File: src/rtl/assert_macros.svh
// Assertion macros shared by the RTL; empty when SYNTHESIS is defined.
`ifndef ASSERT_MACROS_SVH
`define ASSERT_MACROS_SVH

`ifndef SYNTHESIS

// Concurrent check, disabled while reset is asserted (active low).
`define ASSERT_RST(lbl, clk, rst_n, prop, msg) \
  lbl: assert property (@(posedge clk) disable iff (!rst_n) (prop)) else $error(msg);

// Concurrent check that also holds during reset.
`define ASSERT_ALWAYS(lbl, clk, prop, msg) \
  lbl: assert property (@(posedge clk) (prop)) else $error(msg);

`else

`define ASSERT_RST(lbl, clk, rst_n, prop, msg)
`define ASSERT_ALWAYS(lbl, clk, prop, msg)

`endif

`endif

File: src/rtl/ldrs_pkg.sv
// Shared constants, codes and the search token type of the LOOK scheduler.
`timescale 1ns / 1ps
`default_nettype none

package ldrs_pkg;

  // Table geometry
  localparam int Depth  = 64;
  localparam int SlotW  = $clog2(Depth);
  localparam int CntW   = $clog2(Depth + 1);

  // Payload widths
  localparam int TrackW  = 16;
  localparam int TagW    = 16;
  localparam int AgeW    = 16;
  localparam int StatusW = 2;
  localparam int PendW   = 7;

  // Result status codes
  localparam logic [StatusW-1:0] StInserted = 2'd0;
  localparam logic [StatusW-1:0] StServed   = 2'd1;
  localparam logic [StatusW-1:0] StEmpty    = 2'd2;
  localparam logic [StatusW-1:0] StFull     = 2'd3;

  // Candidate classes, lower is preferred
  localparam logic [1:0] ClsSame   = 2'd0;
  localparam logic [1:0] ClsAhead  = 2'd1;
  localparam logic [1:0] ClsBehind = 2'd2;

  // Token that walks the cell row, one cell per cycle
  typedef struct packed {
    logic              live;    // token present in this stage
    logic              serve;   // 1 serve, 0 insert
    logic              hit;     // serve on a non-empty table
    logic              up;      // sweep direction
    logic [TrackW-1:0] track;   // insert track, or head track on serve
    logic [TagW-1:0]   tag;     // insert tag, or served tag picked up
    logic [AgeW-1:0]   ctr;     // arrival counter snapshot
    logic [SlotW-1:0]  head;    // current head slot
    logic              found;   // insert placed, or candidate found
    logic [SlotW-1:0]  slot;    // placed slot, or best candidate slot
    logic [1:0]        bcls;    // best candidate class
    logic [TrackW-1:0] btrack;  // best candidate track
    logic [AgeW-1:0]   bage;    // best candidate age distance
  } token_t;

endpackage

`default_nettype wire

File: src/rtl/ldrs_cell.sv
// One table entry with its stage of the search token row.
`timescale 1ns / 1ps
`default_nettype none

module ldrs_cell (
  input  logic                         clk_i,
  input  logic                         rst_ni,
  input  logic [ldrs_pkg::SlotW-1:0]   idx_i,
  input  ldrs_pkg::token_t             tok_i,
  output ldrs_pkg::token_t             tok_o
);

  logic                          valid_q, valid_d;
  logic [ldrs_pkg::TrackW-1:0]   track_q, track_d;
  logic [ldrs_pkg::TagW-1:0]     tag_q, tag_d;
  logic [ldrs_pkg::AgeW-1:0]     age_q, age_d;
  ldrs_pkg::token_t              tok_q, tok_d;

  logic                          above, b_above, better;
  logic [1:0]                    cls;
  logic [ldrs_pkg::TrackW-1:0]   trk_dist, bdist;
  logic [ldrs_pkg::AgeW-1:0]     age_dist;

  // Rank this entry against the serve track
  always_comb begin
    above    = track_q > tok_i.track;
    b_above  = tok_i.btrack > tok_i.track;
    trk_dist = above ? (track_q - tok_i.track) : (tok_i.track - track_q);
    bdist    = b_above ? (tok_i.btrack - tok_i.track) : (tok_i.track - tok_i.btrack);
    age_dist = tok_i.ctr - age_q;
    if (track_q == tok_i.track) begin
      cls = ldrs_pkg::ClsSame;
    end else if (above == tok_i.up) begin
      cls = ldrs_pkg::ClsAhead;
    end else begin
      cls = ldrs_pkg::ClsBehind;
    end
    better = !tok_i.found || (cls < tok_i.bcls) ||
             ((cls == tok_i.bcls) &&
              ((trk_dist < bdist) ||
               ((trk_dist == bdist) && (age_dist > tok_i.bage))));
  end

  // Act on the token passing through: place, retire head, or offer a candidate
  always_comb begin
    tok_d   = tok_i;
    valid_d = valid_q;
    track_d = track_q;
    tag_d   = tag_q;
    age_d   = age_q;
    if (tok_i.live) begin
      if (!tok_i.serve) begin
        if (!tok_i.found && !valid_q) begin
          valid_d     = 1'b1;
          track_d     = tok_i.track;
          tag_d       = tok_i.tag;
          age_d       = tok_i.ctr;
          tok_d.found = 1'b1;
          tok_d.slot  = idx_i;
        end
      end else if (tok_i.hit) begin
        if (tok_i.head == idx_i) begin
          valid_d   = 1'b0;
          tok_d.tag = tag_q;
        end else if (valid_q && better) begin
          tok_d.found  = 1'b1;
          tok_d.slot   = idx_i;
          tok_d.bcls   = cls;
          tok_d.btrack = track_q;
          tok_d.bage   = age_dist;
        end
      end
    end
  end

  // Hold entry valid flag and the token stage
  always_ff @(posedge clk_i or negedge rst_ni) begin
    if (!rst_ni) begin
      valid_q <= 1'b0;
      tok_q   <= '0;
    end else begin
      valid_q <= valid_d;
      tok_q   <= tok_d;
    end
  end

  // Hold entry payload
  always_ff @(posedge clk_i) begin
    track_q <= track_d;
    tag_q   <= tag_d;
    age_q   <= age_d;
  end

  assign tok_o = tok_q;

endmodule

`default_nettype wire
File: config.mk
export PLATFORM = sky130hd
export DESIGN_NAME = ldrs_cell
export DESIGN_NICKNAME = d
export VERILOG_FILES = /design/src/rtl/assert_macros.svh /design/src/rtl/ldrs_pkg.sv /design/src/rtl/ldrs_cell.sv
export SDC_FILE = /design/constraint.sdc
export NUM_CORES = 1
export LEC_CHECK = 0
export ABC_AREA = 0
export BUFFER_PORTS_ARGS = -buffer_cell sky130_fd_sc_hd__clkbuf_2
export CELL_PAD_IN_SITES_DETAIL_PLACEMENT = 1
export CELL_PAD_IN_SITES_GLOBAL_PLACEMENT = 1
export CORE_MARGIN = 2
export CORE_UTILIZATION = 46
export CTS_BUF_LIST = sky130_fd_sc_hd__clkbuf_16
export DETAILED_ROUTE_END_ITERATION = 10
export PLACE_DENSITY = 0.86
export SLEW_MARGIN = 30
export SYNTH_ARGS = -nofsm -noshare
export SYNTH_HDL_FRONTEND = slang
export SYNTH_SLANG_ARGS = --single-unit
File: constraint.sdc
create_clock -name clk_i -period 20.6 [get_ports clk_i]
set_input_delay 4.12 -clock clk_i [delete_from_list [all_inputs] [get_ports clk_i]]
set_output_delay 4.12 -clock clk_i [all_outputs]
set_load 0.02 [all_outputs]
[Word-level counts from Yosys, hierarchy flattened]
Index checks and enable logic that the tools add are counted.
Cells by class
  $lt $le $gt $ge: 5
  equal/unequal tests: 7
  add/sub/neg operators: 5
  bitwise gates (word level): 1
  multiplexer cells: 19
  shift-type cells: 0
  div/mod/pow operators: 0
  multiply operators: 0
  reductions and logical operators: 12
Operators with widths (count)
  $mux 41: 4
  $mux 16: 6
  $sub 16x16->16: 5
  $gt 16x16->1: 3
  $mux 34: 1
  $eq 16x16->1: 2
  $lt 16x16->1: 1
  $mux 7: 2
  $eq 6x6->1: 1
  $logic_and 1x1->1: 4
  $mux 1: 4
  $mux 2: 2
  $reduce_and 4->1: 1
  $logic_or 1x1->1: 3
  $reduce_and 3->1: 1
  $eq 2x2->1: 1
  $logic_not 1->1: 2
  $lt 2x2->1: 1
  $ne 2x1->1 const B: 1
  $ne 2x2->1 const B: 1
  $reduce_bool 2->1: 1
  $eq 1x1->1: 1
  $not 1->1: 1
Storage, ports and cells
  output and inout port bits: 99
  memories kept: 0
  bits in latches: 0
  ROM bits: 0
  bits of input ports: 107
  bits in writable memories: 0
  bits in registers: 148
  logic and storage cells: 66

[Logic depth before layout (Yosys ltp)]
Gate-level depths: netlist of the first run.
  word-level depth: 13
  mapped depth: 24
  mapped depth without buffers: 22

[Worst setup path after synthesis of the first run]
OpenSTA, ideal clock, no wires.
  path type: input port to flip-flop
  start point: input port tok_i[40] (netlist name)
  end point: register tok_q, in the netlist tok_o[34]
  stages: 3
  required time: 20471 ps
  slack: 9843 ps
  path buffers: 0
  setup time: 129 ps
  arrival time: 10627 ps
  path through: nor4b_1 -> nor2_1 -> mux2_2
RTL lines
  start: declaration: line ldrs_cell.sv:9  | input ldrs_pkg::token_t tok_i,
  end signal: assignment: line ldrs_cell.sv:83  | tok_q <= tok_d;
  end: declaration: line ldrs_cell.sv:17  | ldrs_pkg::token_t tok_q, tok_d;

==> impl_metrics.tcl, run 1 <==
set metrics [dict create \
    ctsHoldBuffers 0 \
    drc 0 \
    grt_pass1_vias 8396 \
    grt_overflow 0 \
    io_buffers 205 \
    max_slew.worst_pin.slew_ns 0.950 \
    combPwrFrac 0.242 \
    switching_share 0.321 \
    grt_usage 0.284 \
    start_kind "input pin" \
    cts.reportedPaths.clkPinSlew_ns 0.06 \
    grt_pass1_wl_um 46800 \
    hold_depth 1 \
    power_mw 0.830 \
    period_needed_ns 9.87 \
    hold_slack_ns 0.478 \
    fin_nets 1308 \
    syn_area_sq_um 9140 \
    grt_antenna_before_repair 1 \
    yosysWarnings 0 \
    dieArea_sq_um 21000 \
    ios 206 \
    grt_start_max_net_pins 53 \
    drt_iter0_drc 440 \
    ant_nets 0 \
    cts.htree.levels 4 \
    rsz0062_at_grt "no" \
    cts.sink_count 148 \
    final_cells 1364 \
    synth-edff-count 48 \
    cts_root_buf "clkbuf_16" \
    yosysSeqAreaShare 0.431 \
    setup_tns_ns 0 \
    clk_latency_ns 0.44 \
    drive_gt1_frac 0.260 \
    netlist.area_leader.share 0.274 \
    synthesis.nets 1100 \
    synthFlopType "dfrtp_1" \
    intPower_mw 0.564 \
    place_inst 1331 \
    synth_seq_cells 148 \
    min_period_over_period 0.479 \
    start_util 0.470 \
    synthCells 877 \
    wl_per_cell_um 21.6 \
    worstPathMaxFanout 28 \
    core_area_sq_um 19500 \
    p_clk_frac 0.369 \
    place.gp.congestion 0.925 \
    routed_via_density 5.62 \
    setup_viol 0 \
    drv_cap 0 \
    p_per_area_nw_per_um2 75.3 \
    finalMaxSlewViolations 0 \
    vias 7672 \
    power.share.sequential 0.389 \
    first_pass_iters 5 \
    post_cts_buffers 0 \
    hold_path_class "reg2reg" \
    clk_path_buf_depth 2 \
    cts_tree "done" \
    row_count 51 \
    p_switching_mw 0.267 \
    wl_um 29500 \
    skew_ns 0.00902 \
    worstPathRequired_ns 20.92 \
    synth_cell_type_count 60 \
    peakVddDrop_uv 51.4 \
    crit_path_end_kind "register" \
    cts_resized 0 \
    p_leak_nw 5.39 \
    yosysTopAreaCell "dfrtp_1" \
    reg2reg_depth 23 \
    finalHoldViolCount 0 \
    max_freq_mhz 101 \
    avgSynthCellArea_sq_um 10.4 \
    critPathKind "in2reg" \
    slew_headroom 0.366 \
    post-dp-hpwl_um 22300 \
    status "finished clean" \
    numCtsBuffers 17 \
    synth.area.top_cells "dfrtp_1 27%, edfxtp_1 16%, ha_1 15%, inv_1 4.4%, mux2_2 3.8%" \
    die_width_um 145 \
    synthArstFlopShare 0.676 \
    area_growth_pct 20.6 \
    cp.arrival_ns 10.19 \
    die_y_um 145 \
]
final timing paths:
path                            slack (ns)        end       start
worst max register to register       14.40  tok_o[39]  track_q[0]
max in group asynchronous            15.70  tok_o[65]      rst_ni
min in group asynchronous             3.72  tok_o[16]      rst_ni
worst max-delay path                 10.73  tok_o[39]   tok_i[20]
worst min-delay path                  0.48  tok_o[64]    tag_q[1]
worst min register to register        0.48  tok_o[64]    tag_q[1]
Yosys cell counts (5+ instances only):
cell type and number:
a21o_1 22, nor3_1 15, nand2_1 55, xnor2_1 32, o21ai_1 6, a211oi_1 6
nor4_1 5, a21oi_1 53, o21bai_1 7, nand4_1 15, clkbuf_1 13, nor2_1 37
mux2i_1 21, a31oi_1 6, nor2b_1 15, o211ai_1 7, and3_1 5, ha_1 111
fa_1 5, o21ai_0 57, dfrtp_1 100, a211o_1 5, mux2_2 31, edfxtp_1 48
o21a_1 8, inv_1 106, xor2_1 16, nand3_1 15
worst max-delay path, cell delays in order:
cell,delay (ns)
clkbuf_2,0.11
inv_1,0.06
ha_1,0.43
nand2_1,0.19
o211a_1,0.26
o31a_1,0.32
a31oi_4,0.76
mux2i_1,0.34
o221ai_1,0.23
and3_1,0.27
a211oi_1,0.18
nand3_1,0.12
ha_1,0.32
nand4_1,0.12
nor2_1,0.17
nand2_1,0.12
nor3_1,0.34
o31ai_1,0.25
a211oi_4,0.51
buf_4,0.38
nor2_1,0.22
mux2_2,0.36
power by group through the flow:
stage,combinational [mW],sequential (mW),clock [mW]
floorplan,0.109,0.345,0
global placement,0.188,0.328,0
detailed placement,0.196,0.329,0
CTS,0.200,0.323,0.309
global route,0.220,0.324,0.320
finish,0.201,0.323,0.306
cell usage in the layout (no fill, tap or decap), types with 6 or more instances in the layout:
master     synthesis  routed
a211oi_1           6       6
a21o_1            22      22
a21oi_1           53      53
a31oi_1            6       6
buf_4              3       6
clkbuf_16          0      17
clkbuf_2           0     204
dfrtp_1          100     100
edfxtp_1          48      48
ha_1             111     111
inv_1            106     106
mux2_2            31      31
mux2i_1           21      21
nand2_1           55      55
nand3_1           15      15
nand4_1           15      15
nor2_1            37      37
nor2b_1           15      15
nor3_1            15      15
o211ai_1           7       7
o21a_1             8       8
o21ai_0           57      57
o21ai_1            6       6
o21bai_1           7       7
xnor2_1           32      32
xor2_1            16      16
logic make-up after synthesis:
family / after synthesis / share of synthesized area
and+or+nand+nor: 179 / 0.0959
xor gates and xnor gates: 48 / 0.0460
muxes: 52 / 0.0612
buffers and inverters: 127 / 0.0547
AOI/OAI and AO/OA: 207 / 0.148
adders and majority gates: 116 / 0.163
DFF: 148 / 0.431
state kept, by name (all words and copies together) (netlist names):
| register | count |
|---|---|
| tok_o | 99 |
| age_q | 16 |
| tag_q | 16 |
| track_q | 16 |
| valid_q | 1 |
per-layer routing:
| layer | wire, um | vias up | GRT usage |
|---|---|---|---|
| met4 | 756 | 0 | 0.102 |
| li1 | - | 3507 | - |
| met1 | 12200 | 3857 | 0.349 |
| met5 | 0 | - | 0 |
| met2 | 15200 | 262 | 0.505 |
| met3 | 1330 | 46 | 0.0459 |
metrics by stage:
step	instance area [sq um]	worst slack, ns	util
2_1_floorplan	9140	9.84	-
3_3_place_gp	10500	10.65	0.537
3_5_place_dp	10500	10.44	0.537
4_1_cts	11000	10.85	0.566
5_1_grt	11000	10.35	0.567
6_report	11000	10.73	0.567
final cells by class:
type | instances | area [sq um]
clock buffer | 17 | 425
timing repair buffer | 210 | 1070
antenna | 1 | 2.50
inverter | 106 | 398
fill | 2208 | 8440
sequential | 148 | 3940
clock inverter | 15 | 146
multi-input combinational | 602 | 4710
tap | 265 | 332
No activity file was read; power rests on OpenSTA's default activity.
==> run 2: changes to the inputs <==
--- a/config.mk
+++ b/config.mk
@@ -10,10 +10,10 @@
 export CELL_PAD_IN_SITES_DETAIL_PLACEMENT = 1
 export CELL_PAD_IN_SITES_GLOBAL_PLACEMENT = 1
 export CORE_MARGIN = 2
-export CORE_UTILIZATION = 46
+export CORE_UTILIZATION = 43
 export CTS_BUF_LIST = sky130_fd_sc_hd__clkbuf_16
 export DETAILED_ROUTE_END_ITERATION = 10
-export PLACE_DENSITY = 0.86
+export PLACE_DENSITY = 0.81
 export SLEW_MARGIN = 30
 export SYNTH_ARGS = -nofsm -noshare
 export SYNTH_HDL_FRONTEND = slang
==> constraint.sdc (replaced) <==
create_clock -name clk_i -period 9.3 [get_ports clk_i]
set_input_delay 1.86 -clock clk_i [delete_from_list [all_inputs] [get_ports clk_i]]
set_output_delay 1.86 -clock clk_i [all_outputs]
set_load 0.02 [all_outputs]
==> run 2 against run 1 <==
  * Core utilization fell by 3.9 points
  * Total power rose by 120%
  * Via count fell by 2.9%
  * Highest routed layer unchanged
==> impl_metrics.tcl, run 2 (synthesis gave the netlist of run 1 again) <==
set metrics [dict create \
    status "finished clean" \
    drc 0 \
    grt_start_max_net_pins 63 \
    worstPathMaxFanout 62 \
    grt_overflow 0 \
    n_antenna_cell 0 \
    cts_root_buf "clkbuf_16" \
    cts.sink_count 148 \
    core_area_sq_um 21000 \
    place_ws_ns 1.54 \
    hold_slack_ns 0.480 \
    ant_nets 0 \
    peakVddDrop_uv 102 \
    start_util 0.436 \
    finalMaxSlewViolations 0 \
    cts_resized 0 \
    io_buffers 205 \
    min_period_over_period 0.807 \
    max_slew.worst_pin.slew_ns 0.905 \
    ctsHoldBuffers 0 \
    cts.htree.levels 4 \
    wl_per_cell_um 20.2 \
    hold_path_class "reg2reg" \
    slew_headroom 0.396 \
    clk_latency_ns 0.44 \
    rsz0062_at_grt "no" \
    start_kind "input pin" \
    grt_pass1_wl_um 43300 \
    grt_usage 0.251 \
    grt_antenna_before_repair 0 \
    drt_iter0_drc 314 \
    p_per_area_nw_per_um2 168 \
    crit_path_end_kind "register" \
    power_mw 1.85 \
    worstPathRequired_ns 9.60 \
    finalHoldViolCount 0 \
    cp.arrival_ns 7.81 \
    layout_common_cells "204 x clkbuf_2, 111 x ha_1, 108 x inv_1, 100 x dfrtp_1, 57 x o21ai_0" \
    ios 206 \
    setup_tns_ns 0 \
    numCtsBuffers 17 \
    die_width_um 150 \
    vias 7449 \
    routed_via_density 5.43 \
    p_leak_nw 5.39 \
    clk_path_buf_depth 2 \
    dieArea_sq_um 22400 \
    fin_nets 1307 \
    place.gp.congestion 0.920 \
    row_count 53 \
    cts_tree "done" \
    area_growth_pct 20.8 \
    n_fill_cell 2410 \
    grt_pass1_vias 7944 \
    skew_ns 0.0201 \
    max_freq_mhz 133 \
    first_pass_iters 4 \
    drv_cap 0 \
    critPathKind "in2reg" \
    setup_viol 0 \
    post-dp-hpwl_um 21200 \
    die_y_um 150 \
    post_cts_buffers 0 \
    wl_um 27700 \
    setup_ws_ns 1.79 \
    largest_reg_flops 99 \
    period_needed_ns 7.51 \
    cts.reportedPaths.clkPinSlew_ns 0.06 \
    mostFrequentLayoutCell "clkbuf_2" \
    drive_gt1_frac 0.257 \
]
run 2: cell count changes in the layout (fill, tap and decap cells not counted), moves of 2 or more:
cell / change
clkinv_4: -3
inv_6: -2
clkinvlp_4: +2
inv_8: -2
inv_1: +2
bufinv_16: +2
run 2: worst max-delay path: stages:
cell and delay [ns]:
clkbuf_2 0.10, inv_1 0.05, ha_1 0.47, and4_1 0.32, nand2_1 0.08, o31a_1 0.35, a31oi_4 0.72, mux2i_1 0.32
o221ai_1 0.23, and3_1 0.26, a211oi_1 0.24, nand3_1 0.17, ha_1 0.34, nand4_1 0.15, nor2_1 0.08, a211oi_1 0.29
o211ai_1 0.22, o221a_1 0.34, a211oi_4 0.23, buf_4 0.57, mux2_2 0.40
run 2: final cells by class:
| class | instances | area (sq um) | area share |
|---|---|---|---|
| Multi-Input combinational cell | 602 | 4710 | 0.427 |
| Clock inverter | 14 | 164 | 0.0148 |
| Tap cell | 275 | 344 | 0.0311 |
| Clock buffer | 17 | 425 | 0.0385 |
| Inverter | 106 | 398 | 0.0360 |
| Sequential cell | 148 | 3940 | 0.357 |
| Timing Repair Buffer | 209 | 1060 | 0.0958 |
run 2: path summary, 6_finish.rpt:
check,start,endpoint,slack [ns],cells past startpoint
worst max-delay path,tok_i[28],tok_o[14],1.79,21
max in group asynchronous,rst_ni,tok_o[66],6.68,2
min in group asynchronous,rst_ni,tok_o[81],1.40,1
worst min register to register,tag_q[4],tok_o[67],0.48,1
worst min-delay path,tag_q[4],tok_o[67],0.48,1
worst max register to register,track_q[0],tok_o[14],3.20,22
run 2: metal layers:
layer  vias to the layer above  GRT usage  routed length [um]  part of all wire
met5                         -          0                   0                 0
met4                         0     0.0769                 526             0.019
met3                        39     0.0439                1460             0.053
met2                       215      0.435               13800              0.50
met1                      3696      0.320               11900              0.43
li1                       3499          -                   -                 -
run 2: report_power, final:
| group | internal (mW) | leakage (nW) | total, mW | switching [mW] |
|---|---|---|---|---|
| logic | 0.169 | 3.51 | 0.438 | 0.270 |
| registers | 0.704 | 1.60 | 0.715 | 0.0107 |
| clock network | 0.419 | 0.284 | 0.700 | 0.281 |
| total | 1.29 | 5.39 | 1.85 | 0.561 |
run 2: per-stage QoR:
stage | cell area, sq um | std cells | util
final | 11000 | 1371 | 0.527
after global routing | 11000 | 1371 | 0.527
after CTS | 11000 | 1371 | 0.527
after detailed placement | 10500 | 1340 | 0.499
after global placement | 10500 | 1340 | 0.499
after floorplan | 9140 | 877 | -
==> run 3: changes to the inputs <==
--- a/config.mk
+++ b/config.mk
@@ -5,15 +5,15 @@
 export SDC_FILE = /design/constraint.sdc
 export NUM_CORES = 1
 export LEC_CHECK = 0
-export ABC_AREA = 0
+export ABC_AREA = 1
 export BUFFER_PORTS_ARGS = -buffer_cell sky130_fd_sc_hd__clkbuf_2
 export CELL_PAD_IN_SITES_DETAIL_PLACEMENT = 1
 export CELL_PAD_IN_SITES_GLOBAL_PLACEMENT = 1
 export CORE_MARGIN = 2
-export CORE_UTILIZATION = 43
+export CORE_UTILIZATION = 41
 export CTS_BUF_LIST = sky130_fd_sc_hd__clkbuf_16
 export DETAILED_ROUTE_END_ITERATION = 10
-export PLACE_DENSITY = 0.81
+export PLACE_DENSITY = 0.8
 export SLEW_MARGIN = 30
 export SYNTH_ARGS = -nofsm -noshare
 export SYNTH_HDL_FRONTEND = slang
==> constraint.sdc (replaced) <==
create_clock -name clk_i -period 7.65 [get_ports clk_i]
set_input_delay 1.53 -clock clk_i [delete_from_list [all_inputs] [get_ports clk_i]]
set_output_delay 1.53 -clock clk_i [all_outputs]
set_load 0.02 [all_outputs]
==> run 3 against run 2 <==
  * Synthesized cell count up 35%
  * Cell count is 26% higher
  * Sequential power is 23% higher
==> impl_metrics.tcl, run 3 <==
set metrics [dict create \
    p_per_area_nw_per_um2 201 \
    placed_cell_area_sq_um 11200 \
    netlist.area_leader.share 0.254 \
    row_count 56 \
    largest_reg_flops 99 \
    numCtsBuffers 17 \
    yosysTopAreaCell "dfrtp_1" \
    n_fill_cell 2926 \
    finalMaxSlewViolations 0 \
    cts_resized 0 \
    syn_area_sq_um 9850 \
    grt_usage 0.257 \
    start_util 0.419 \
    min_from "tag_q[2]" \
    synth_seq_cells 148 \
    skew_ns 0.0135 \
    die_width_um 159 \
    dieArea_sq_um 25300 \
    synthArstFlopShare 0.676 \
    switching_share 0.359 \
    n_antenna_cell 0 \
    max_freq_mhz 166 \
    vias 8961 \
    p_leak_nw 6.16 \
    p_switching_mw 0.852 \
    yosysWarnings 0 \
    wl_um 31900 \
    crit_path_frequent_cell "nand2_1" \
    intPower_mw 1.52 \
    die_y_um 159 \
    cts_tree "done" \
    synth-edff-count 48 \
    seq_area_sq_um 3940 \
    hold_depth 2 \
    multi_input_area_sq_um 5100 \
    peakVddDrop_uv 151 \
    grt_overflow 0 \
    synth_common_cells "279 x nand2_1, 186 x inv_1, 111 x ha_1" \
    drt_iter0_drc 388 \
    post-dp-hpwl_um 25800 \
    routed_via_density 5.17 \
    avgSynthCellArea_sq_um 8.30 \
    setup_viol 0 \
    reg2reg_to "tok_o[12]" \
    slowest_stage "nand2_1" \
    finalInstanceArea_sq_um 11800 \
    synthFlopType "dfrtp_1" \
    cts.sink_count 148 \
    synthCells 1187 \
    period_needed_ns 6.01 \
    cp.arrival_ns 6.30 \
    grt_start_max_net_pins 75 \
    grt_antenna_before_repair 0 \
    wl_per_cell_um 18.4 \
    worstPathMaxFanout 24 \
    clk_latency_ns 0.44 \
    clk_path_buf_depth 2 \
    start_kind "input pin" \
    hold_end "tok_o[65]" \
    mostFrequentLayoutCell "nand2_1" \
    drive_gt1_frac 0.190 \
    slew_headroom 0.478 \
    ios 206 \
    cts_root_buf "clkbuf_16" \
    p_clk_frac 0.344 \
    critPathMaxStageDelay_ns 0.56 \
    worstPathRequired_ns 7.94 \
    synthesis.nets 1410 \
    power.share.sequential 0.371 \
    max_slew.worst_pin.slew_ns 0.782 \
    critPathBufInv 6 \
    ctsHoldBuffers 0 \
    post_cts_buffers 0 \
    min_period_over_period 0.785 \
    area_growth_pct 19.7 \
    ant_nets 0 \
    synth_cell_type_count 50 \
    reg2reg_slack_ns 2.90 \
    first_pass_iters 5 \
    critPathKind "in2reg" \
    layout_common_cells "279 x nand2_1, 204 x clkbuf_2, 186 x inv_1, 111 x ha_1, 100 x dfrtp_1" \
    rsz0062_at_grt "no" \
    cts.htree.levels 4 \
    combPwrFrac 0.284 \
    yosysSeqAreaShare 0.400 \
    synth.area.top_cells "dfrtp_1 25%, edfxtp_1 15%, ha_1 14%, nand2_1 11%, inv_1 7.1%" \
    status "finished clean" \
    grt_pass1_wl_um 51700 \
    crit_family "simple AND/OR/NAND/NOR gates" \
    place.gp.congestion 0.969 \
    cts.reportedPaths.clkPinSlew_ns 0.07 \
    drc 0 \
    hold_slack_ns 0.447 \
    io_buffers 205 \
    core_area_sq_um 23500 \
    path_depth 28 \
    setup_tns_ns 0 \
    yosys.cell_count.top_type "nand2_1" \
    hold_path_class "reg2reg" \
    grt_pass1_vias 9687 \
    drv_cap 0 \
    r2r-start "track_q[0]" \
    reg2reg_depth 30 \
    crit_path_end_kind "register" \
    fin_nets 1623 \
    finalHoldViolCount 0 \
]
## run 3: worst max path at each step
stage	startpoint	endpoint	slack [ns]
after floorplan	tok_i[84]	tok_o[23]	2.95
after global placement	tok_i[80]	tok_o[20]	1.29
after detailed placement	tok_i[80]	tok_o[20]	1.22
after CTS	tok_i[80]	tok_o[0]	1.65
after global routing	tok_i[21]	tok_o[0]	1.09
final	tok_i[26]	tok_o[12]	1.64
## run 3: routing by layer
layer	track usage	part of all wire	vias to the layer above
met5	0	0	-
met4	0.0665	0.015	0
met3	0.0456	0.046	36
met2	0.461	0.51	241
met1	0.318	0.43	4398
li1	-	-	4286
## run 3: cells by family after synthesis
kind of cell,Yosys count,synth area share
and+or+nand+nor,425,0.180
AOI/OAI and AO/OA,235,0.133
buffers and inverters,205,0.0828
DFF,148,0.400
adders and majority gates,116,0.151
xor gates and xnor gates,56,0.0505
muxes,2,0.00203
## run 3: worst min-delay path, delay by kind of cell (launching register included)
| family | cells | cell delay (ns) |
|---|---|---|
| flip-flops | 1 | 0.32 |
| AND/OR/NAND/NOR | 2 | 0.10 |
## run 3: power groups by stage
| stage | combinational [mW] | sequential, mW | clock (mW) |
|---|---|---|---|
| after CTS | 0.676 | 0.882 | 0.835 |
| after global routing | 0.757 | 0.886 | 0.865 |
| after detailed placement | 0.670 | 0.898 | 0 |
| final | 0.675 | 0.882 | 0.817 |
| after floorplan | 0.389 | 0.943 | 0 |
| after global placement | 0.645 | 0.896 | 0 |
## run 3: final cells by class
class,instances,area share
Clock buffer,17,0.0361
Clock inverter,15,0.0122
Inverter,189,0.0604
Multi-Input combinational cell,834,0.432
Sequential cell,148,0.334
Tap cell,319,0.0338
Timing Repair Buffer,210,0.0907
## run 3: metrics by stage
stage / total power [mW] / setup slack (ns) / instances / util
finish: 2.37 / 1.64 / 1732 / 0.501
detailed placement: 1.57 / 1.22 / 1700 / 0.477
global placement: 1.54 / 1.29 / 1700 / 0.477
global route: 2.51 / 1.09 / 1732 / 0.501
floorplan: 1.33 / 2.95 / 1187 / -
CTS: 2.39 / 1.65 / 1732 / 0.501
